--- config.mk ---
export PLATFORM = sky130hd
export DESIGN_NAME = uniform_range_rejection_sampler_flat
export DESIGN_NICKNAME = d
export VERILOG_FILES = /design/src/hw/rtl/urrs_pkg.sv /design/src/hw/rtl/urrs_if.sv /design/src/hw/rtl/urrs_mod.sv /design/src/hw/rtl/uniform_range_rejection_sampler.sv /design/src/flat_wrapper.sv
export SDC_FILE = /design/constraint.sdc
export NUM_CORES = 1
export LEC_CHECK = 0
export ABC_AREA = 1
export BUFFER_PORTS_ARGS = -buffer_cell sky130_fd_sc_hd__buf_4
export CAP_MARGIN = 20
export CORE_MARGIN = 2
export CORE_UTILIZATION = 40
export DETAILED_ROUTE_END_ITERATION = 16
export GPL_TIMING_DRIVEN = 0
export PLACE_DENSITY = 0.61
export SLEW_MARGIN = 10
export SYNTH_ARGS = -nofsm -noshare
export SYNTH_HDL_FRONTEND = slang
export SYNTH_SLANG_ARGS = --single-unit
--- constraint.sdc ---
create_clock -name clk -period 19.2 [get_ports clk]
set_clock_uncertainty 0.1 [all_clocks]
set_input_delay 2.88 -clock clk [delete_from_list [all_inputs] [get_ports clk]]
set_output_delay 2.88 -clock clk [all_outputs]
set_load 0.02 [all_outputs]
--- src/hw/rtl/urrs_pkg.sv ---
// Shared constants for the uniform range rejection sampler.
`default_nettype none

package urrs_pkg;

  // Width of the payload fields on the channels
  localparam int FIELD_BITS = 64;

  // Input operation codes
  localparam logic OP_REQUEST = 1'b0;
  localparam logic OP_WORD    = 1'b1;

  // Result status codes
  localparam logic STATUS_OK        = 1'b0;
  localparam logic STATUS_BAD_RANGE = 1'b1;

  // Control between the sequencer and the serial remainder unit
  typedef struct packed {
    logic busy;
    logic done;
  } mod_stat_t;

endpackage

`default_nettype wire

--- src/hw/rtl/urrs_if.sv ---
// Valid/ready channel interfaces for request/word items and result items.
`default_nettype none

interface urrs_in_if;
  logic                              valid;
  logic                              ready;
  logic                              operation;
  logic [urrs_pkg::FIELD_BITS-1:0]   lower_bound;
  logic [urrs_pkg::FIELD_BITS-1:0]   upper_bound;
  logic [urrs_pkg::FIELD_BITS-1:0]   random_word;

  modport source (output valid, operation, lower_bound, upper_bound, random_word,
                  input ready);
  modport sink   (input valid, operation, lower_bound, upper_bound, random_word,
                  output ready);
endinterface

interface urrs_out_if;
  logic                              valid;
  logic                              ready;
  logic [urrs_pkg::FIELD_BITS-1:0]   sample_value;
  logic                              status;

  modport source (output valid, sample_value, status, input ready);
  modport sink   (input valid, sample_value, status, output ready);
endinterface

`default_nettype wire

--- src/hw/rtl/urrs_mod.sv ---
// Serial remainder unit: restoring division, one quotient bit per cycle.
`default_nettype none

module urrs_mod #(
  parameter int W = 64
) (
  input  wire logic                  clk,
  input  wire logic                  rst_n,
  input  wire logic                  start,
  input  wire logic [W-1:0]          dividend,
  input  wire logic [W-1:0]          divisor,
  output urrs_pkg::mod_stat_t        stat,
  output logic      [W-1:0]          remainder
);

  localparam int CNT_W = $clog2(W + 1);

  logic [W-1:0]     shift_r;
  logic [W-1:0]     rem_r;
  logic [CNT_W-1:0] cnt_r;
  logic             busy_r;
  logic             done_r;

  // Trial subtract of the divisor from the partial remainder
  logic [W:0] trial;
  logic [W:0] diff;
  assign trial = {rem_r, shift_r[W-1]};
  assign diff  = trial - {1'b0, divisor};

  // Control: bit counter and busy/done flags
  always_ff @(posedge clk) begin
    if (!rst_n) begin
      busy_r <= 1'b0;
      done_r <= 1'b0;
      cnt_r  <= '0;
    end else begin
      done_r <= 1'b0;
      if (start) begin
        busy_r <= 1'b1;
        cnt_r  <= CNT_W'(W);
      end else if (busy_r) begin
        cnt_r <= cnt_r - 1'b1;
        if (cnt_r == CNT_W'(1)) begin
          busy_r <= 1'b0;
          done_r <= 1'b1;
        end
      end
    end
  end

  // Datapath: dividend shifts out MSB first into the remainder
  always_ff @(posedge clk) begin
    if (start) begin
      shift_r <= dividend;
      rem_r   <= '0;
    end else if (busy_r) begin
      shift_r <= {shift_r[W-2:0], 1'b0};
      if (!diff[W]) begin
        rem_r <= diff[W-1:0];
      end else begin
        rem_r <= trial[W-1:0];
      end
    end
  end

  assign stat.busy = busy_r;
  assign stat.done = done_r;
  assign remainder = rem_r;

endmodule

`default_nettype wire

--- src/hw/rtl/uniform_range_rejection_sampler.sv ---
// Top level: uniform range sampler with rejection, built on a serial remainder unit.
`default_nettype none

// Range requests and raw random words arrive on one channel. A good request
// has its cutoff remainder found one bit per cycle in the serial unit and
// gives no result; a bad range gives an error result. A random word that is
// dropped or rejected gives no result; an accepted word gives a result, its
// remainder again found one bit per cycle. One item is worked on at a time; a
// finished result sits in the output register while the next item is taken in.

module uniform_range_rejection_sampler #(
  parameter int WORD_BITS = 64
) (
  input  wire logic  clk,
  input  wire logic  rst_n,
  urrs_in_if.sink    in_ch,
  urrs_out_if.source out_ch
);

  localparam int W = WORD_BITS;
  localparam logic [W-1:0] MAXWORD = {W{1'b1}};

  // Sequencer states
  localparam logic [1:0] ST_IDLE = 2'd0;
  localparam logic [1:0] ST_CUT  = 2'd1;
  localparam logic [1:0] ST_SAMP = 2'd2;
  localparam logic [1:0] ST_EMIT = 2'd3;

  logic [1:0]   state_r, state_nxt;
  logic         pending_r;
  logic [W-1:0] lower_r;
  logic [W-1:0] span_r;
  logic [W-1:0] cutoff_r;
  logic [W-1:0] res_value_r;
  logic         res_status_r;
  logic         out_valid_r;
  logic [W-1:0] out_value_r;
  logic         out_status_r;

  // Input fields cut to the word width
  logic [W-1:0] in_lo, in_hi, in_word, span_calc;
  logic         accept, bad_range, word_ok, mod_start, out_free;
  logic [W-1:0] mod_dividend, mod_rem;
  urrs_pkg::mod_stat_t mod_stat;

  assign in_lo     = in_ch.lower_bound[W-1:0];
  assign in_hi     = in_ch.upper_bound[W-1:0];
  assign in_word   = in_ch.random_word[W-1:0];
  assign span_calc = in_hi - in_lo;
  assign bad_range = (in_lo >= in_hi) || (span_calc == MAXWORD);
  assign word_ok   = pending_r && (span_r != '0) && (in_word < cutoff_r);

  assign in_ch.ready = (state_r == ST_IDLE);
  assign accept      = in_ch.valid && in_ch.ready;
  assign out_free    = !out_valid_r || out_ch.ready;

  // Start the remainder unit for a good request or an accepted word
  assign mod_start = accept &&
                     (((in_ch.operation == urrs_pkg::OP_REQUEST) && !bad_range) ||
                      ((in_ch.operation == urrs_pkg::OP_WORD) && word_ok));
  assign mod_dividend = (in_ch.operation == urrs_pkg::OP_REQUEST) ? MAXWORD : in_word;

  urrs_mod #(.W(W)) u_mod (
    .clk       (clk),
    .rst_n     (rst_n),
    .start     (mod_start),
    .dividend  (mod_dividend),
    .divisor   (span_r),
    .stat      (mod_stat),
    .remainder (mod_rem)
  );

  // Next state
  always_comb begin
    state_nxt = state_r;
    case (state_r)
      ST_IDLE: begin
        if (accept) begin
          if (in_ch.operation == urrs_pkg::OP_REQUEST) begin
            state_nxt = bad_range ? ST_EMIT : ST_CUT;
          end else if (word_ok) begin
            state_nxt = ST_SAMP;
          end
        end
      end
      ST_CUT:  if (mod_stat.done) state_nxt = ST_IDLE;
      ST_SAMP: if (mod_stat.done) state_nxt = ST_EMIT;
      ST_EMIT: if (out_free) state_nxt = ST_IDLE;
      default: state_nxt = ST_IDLE;
    endcase
  end

  // Control registers
  always_ff @(posedge clk) begin
    if (!rst_n) begin
      state_r     <= ST_IDLE;
      pending_r   <= 1'b0;
      out_valid_r <= 1'b0;
    end else begin
      state_r <= state_nxt;
      if (accept && (in_ch.operation == urrs_pkg::OP_REQUEST)) begin
        pending_r <= 1'b0;
      end else if ((state_r == ST_CUT) && mod_stat.done) begin
        pending_r <= 1'b1;
      end else if ((state_r == ST_SAMP) && mod_stat.done) begin
        pending_r <= 1'b0;
      end
      if ((state_r == ST_EMIT) && out_free) begin
        out_valid_r <= 1'b1;
      end else if (out_ch.ready) begin
        out_valid_r <= 1'b0;
      end
    end
  end

  // Payload registers: stored request, pending result, output register
  always_ff @(posedge clk) begin
    if (accept && (in_ch.operation == urrs_pkg::OP_REQUEST)) begin
      if (bad_range) begin
        res_value_r  <= '0;
        res_status_r <= urrs_pkg::STATUS_BAD_RANGE;
      end else begin
        lower_r <= in_lo;
        span_r  <= span_calc;
      end
    end
    if ((state_r == ST_CUT) && mod_stat.done) begin
      cutoff_r <= MAXWORD - mod_rem;
    end
    if ((state_r == ST_SAMP) && mod_stat.done) begin
      res_value_r  <= lower_r + mod_rem;
      res_status_r <= urrs_pkg::STATUS_OK;
    end
    if ((state_r == ST_EMIT) && out_free) begin
      out_value_r  <= res_value_r;
      out_status_r <= res_status_r;
    end
  end

  assign out_ch.valid        = out_valid_r;
  assign out_ch.sample_value = urrs_pkg::FIELD_BITS'(out_value_r);
  assign out_ch.status       = out_status_r;

endmodule

`default_nettype wire

--- src/flat_wrapper.sv ---
// flat-port wrapper written by rule: the top's interface ports become plain ports
module uniform_range_rejection_sampler_flat 
#(
  parameter int WORD_BITS = 64
)
  (clk, rst_n, in_ch_valid, in_ch_operation, in_ch_lower_bound, in_ch_upper_bound, in_ch_random_word, in_ch_ready, out_ch_valid, out_ch_sample_value, out_ch_status, out_ch_ready);
  urrs_in_if in_ch_i ();
  urrs_out_if out_ch_i ();
  input  wire logic clk;
  input  wire logic rst_n;
  input wire logic [$bits(in_ch_i.valid)-1:0] in_ch_valid;
  input wire logic [$bits(in_ch_i.operation)-1:0] in_ch_operation;
  input wire logic [$bits(in_ch_i.lower_bound)-1:0] in_ch_lower_bound;
  input wire logic [$bits(in_ch_i.upper_bound)-1:0] in_ch_upper_bound;
  input wire logic [$bits(in_ch_i.random_word)-1:0] in_ch_random_word;
  output wire logic [$bits(in_ch_i.ready)-1:0] in_ch_ready;
  output wire logic [$bits(out_ch_i.valid)-1:0] out_ch_valid;
  output wire logic [$bits(out_ch_i.sample_value)-1:0] out_ch_sample_value;
  output wire logic [$bits(out_ch_i.status)-1:0] out_ch_status;
  input wire logic [$bits(out_ch_i.ready)-1:0] out_ch_ready;
  assign in_ch_i.valid = in_ch_valid;
  assign in_ch_i.operation = in_ch_operation;
  assign in_ch_i.lower_bound = in_ch_lower_bound;
  assign in_ch_i.upper_bound = in_ch_upper_bound;
  assign in_ch_i.random_word = in_ch_random_word;
  assign in_ch_ready = in_ch_i.ready;
  assign out_ch_valid = out_ch_i.valid;
  assign out_ch_sample_value = out_ch_i.sample_value;
  assign out_ch_status = out_ch_i.status;
  assign out_ch_i.ready = out_ch_ready;
  uniform_range_rejection_sampler #(.WORD_BITS(WORD_BITS)) u_core (.clk(clk), .rst_n(rst_n), .in_ch(in_ch_i), .out_ch(out_ch_i));
endmodule
==> flow_summary.ini <==
[routing]
via_count = 30838
drt_iter0_drc = 2261
wl_um = 119000
drc = 0
dr.pass1.iters = 9
viasPerCell = 5.12
wl_per_cell_um = 19.7
final_antenna_net_count = 0

[layout]
nets = 5353
mostFrequentLayoutCells = 1165 x nand2_1, 859 x inv_1, 448 x nor2_1
syn_to_final_growth_pct = 15.9
mostFrequentLayoutCell = nand2_1
multiInputGateArea_sq_mm = 0.0168
seq_area_sq_mm = 0.0131
fill_cells = 8517
drive_above_1_share_pct = 9.88

[global_route]
grt-ovfl-total = 0
grt_max_degree = 85
grt_pass1_vias = 29875
grt.total_usage_pct = 27.0
grt_pass1_wl_um = 175000
antenna_found_initial = 1

[clocking]
cts.path.max_buffers = 3
ctsHoldBuffers = 0
cts_tree = done
cts_buffers = 53
clk_pin_slew_ps = 60
htree_levels = 2
cts_resized = 0
cts_sinks = 463
cts_setup_buffers = 0
clk_latency_ps = 640
root_buffer = clkbuf_16

[sta]
finalSetupViolations = 0
slew_viol_final = 0
fmax_mhz = 137
tightest_slew_ps = 1170
period_share_pct = 37.9
post-route-min-period_ps = 7280
grt_setup_unrepaired = false
fin_tns_setup_ps = 0
timing.slew.headroom_pct = 21.8
hold_viol = 0

[placed_design]
port_buffers = 263
place_hpwl_um = 101000
gp_congestion = 0.992

[worst_setup_path]
cp.arrival_ps = 7450
required_ps = 19370
path_class = in -> reg
reg2reg_depth = 19
r2r-start = u_core.u_mod.shift_r[63]
critPathCapture = u_core.span_r[0]
r2r-end = u_core.u_mod.remainder[5]
critPathSlowestCell = a32oi_1
cp-startpoint = in_ch_upper_bound[0]
path_cells = buf_4 -> inv_1 -> ha_1 -> fa_1 -> inv_1 -> nand3_1 -> nand2_1 -> nand2_1 -> nand2_2 -> nand2_1 -> nand3_1 -> nand2_1 -> nand3_1 -> nand3_1 -> a32oi_1 -> nand3_2 -> buf_2 -> inv_6 -> buf_16
crit_path_max_incr_delay_ps = 900
r2r_slack_ps = 14710
crit_fanout = 84
startpoint_type = input port
crit_path_end_kind = register

[floorplan]
core_area_sq_mm = 0.0833
initial_core_util_pct = 40.3
io_pins = 264
num_rows = 106
die_y_um = 294
dieWidth_um = 294
die_area_sq_mm = 0.0861

[yosys]
syn_area_sq_mm = 0.0335
yosysWarningCount = 0
mappedNetlistNets = 5021
syn_avg_cell_area_sq_um = 7.35
ys_seq_area_share_pct = 39.1
syn_inst = 4564
synth_seq_cells = 463
synth_cell_types = 47

[worst_hold_path]
hold_class = reg -> reg

[run]
max-cap-violations = 0

[status]
status = finished clean

[power_and_ir_drop]
switching_share_pct = 44.1
leakage_uw = 0.0185
p_comb_share_pct = 44.7
p_per_area_mw_per_mm2 = 111
max-vdd-ir-drop_v = 0.0000728
p_total_uw = 4310
seq_power_share_pct = 31.4
p_sw_uw = 1900
clkPwrFrac_pct = 23.9
p_int_uw = 2410
area by class of cell:
class / instances / share of cell area (%)
Clock inverter: 39 / 1.06
Clock buffer: 59 / 3.47
Antenna cell: 1 / 0.00644
Tap cell: 1080 / 3.48
Inverter: 875 / 8.47
Timing Repair Buffer: 277 / 5.60
Multi-Input combinational cell: 3157 / 43.3
Buffer: 69 / 0.863
Sequential cell: 463 / 33.8
cells by family after synthesis:
| kind of cell | synth area share (%) |
|---|---|
| simple gates | 25.4 |
| compound gates | 12.7 |
| flops | 39.1 |
| xor+xnor | 2.22 |
| buf+inv | 10.8 |
| fa+ha+maj | 9.77 |
power groups by stage:
stage / Combinational (uW) / Sequential [uW] / Clock (uW)
after floorplan: 1280 / 1310 / 0
final: 1930 / 1350 / 1030
after global routing: 2120 / 1360 / 1080
after CTS: 1890 / 1350 / 1050
after detailed placement: 1880 / 1370 / 0
after global placement: 1870 / 1370 / 0
cells in the mapped netlist, drive strengths merged:
cell | number | area share (%)
a211oi | 5 | 0.11
a21boi | 10 | 0.22
a21o | 12 | 0.27
a21oi | 391 | 5.8
a221oi | 4 | 0.10
a22oi | 43 | 0.96
a31oi | 43 | 0.80
a32oi | 1 | 0.026
and2 | 2 | 0.037
and3 | 7 | 0.13
buf | 28 | 0.54
clkbuf | 41 | 0.46
clkinv | 6 | 0.067
dfxtp | 78 | 4.7
edfxtp | 385 | 34
fa | 3 | 0.18
ha | 257 | 9.6
inv | 869 | 9.7
nand2 | 1172 | 13
nand3 | 226 | 3.4
nand3b | 9 | 0.20
nand4 | 44 | 0.82
nor2 | 459 | 5.2
nor3 | 45 | 0.69
nor3b | 1 | 0.022
nor4 | 18 | 0.34
nor4b | 2 | 0.052
o2111ai | 5 | 0.13
o211ai | 13 | 0.29
o21a | 31 | 0.69
o21ai | 173 | 2.6
o21bai | 20 | 0.45
o221ai | 5 | 0.13
o31ai | 4 | 0.090
or2 | 66 | 1.2
or4 | 1 | 0.022
xnor2 | 31 | 0.81
xor2 | 54 | 1.4
flip-flops by register name (all words and copies together) (netlist names), 2 cells and up:
| register | flops |
|---|---|
| u_core.out_ch.sample_value | 64 |
| u_core.u_mod.remainder | 64 |
| u_core.res_value_r | 64 |
| u_core.cutoff_r | 64 |
| u_core.span_r | 64 |
| u_core.u_mod.shift_r | 64 |
| u_core.u_mod.cnt_r | 7 |
| u_core.state_r | 2 |
| u_core.lower_r | 64 |
metrics by stage:
step                utilization (%)  std cells  cell area, sq um  hold slack (ps)  setup slack, ps
floorplan                         -       4564             33500              300            11170
global placement               44.2       5907             36900              303             8420
detailed placement             44.5       5921             37100              305            11260
CTS                            46.6       6019             38800              298            11900
global route                   46.6       6020             38900              321            11720
finish                         46.6       6020             38900              304            11920
worst max-delay path: cells and delay by family:
kind                       cells  cell delay (ps)
buffers and inverters          6             1420
adders and majority gates      2              610
AOI/OAI and AO/OA              1              900
and+or+nand+nor               10             1520
how the worst min path moves through the flow:
stage          slack, ps                        endpoint  depth (start not counted)                    from
5_1_grt              320   u_core.out_ch.sample_value[5]                          0   u_core.res_value_r[5]
6_report             300   u_core.out_ch.sample_value[3]                          0   u_core.res_value_r[3]
3_5_place_dp         300  u_core.out_ch.sample_value[12]                          0  u_core.res_value_r[12]
3_3_place_gp         300  u_core.out_ch.sample_value[29]                          0  u_core.res_value_r[29]
2_1_floorplan        300   u_core.out_ch.sample_value[0]                          0   u_core.res_value_r[0]
4_1_cts              300   u_core.out_ch.sample_value[6]                          0   u_core.res_value_r[6]
per-layer routing:
layer	up-vias	share of wire, %	routed length [um]	track usage [%]
li1	15578	-	-	-
met1	14103	44	52500	35.5
met2	935	46	54700	45.4
met3	222	4.9	5820	2.21
met4	0	4.8	5720	11.7
met5	-	0	0	0
Note: power is estimated with default switching activity, not from simulation.
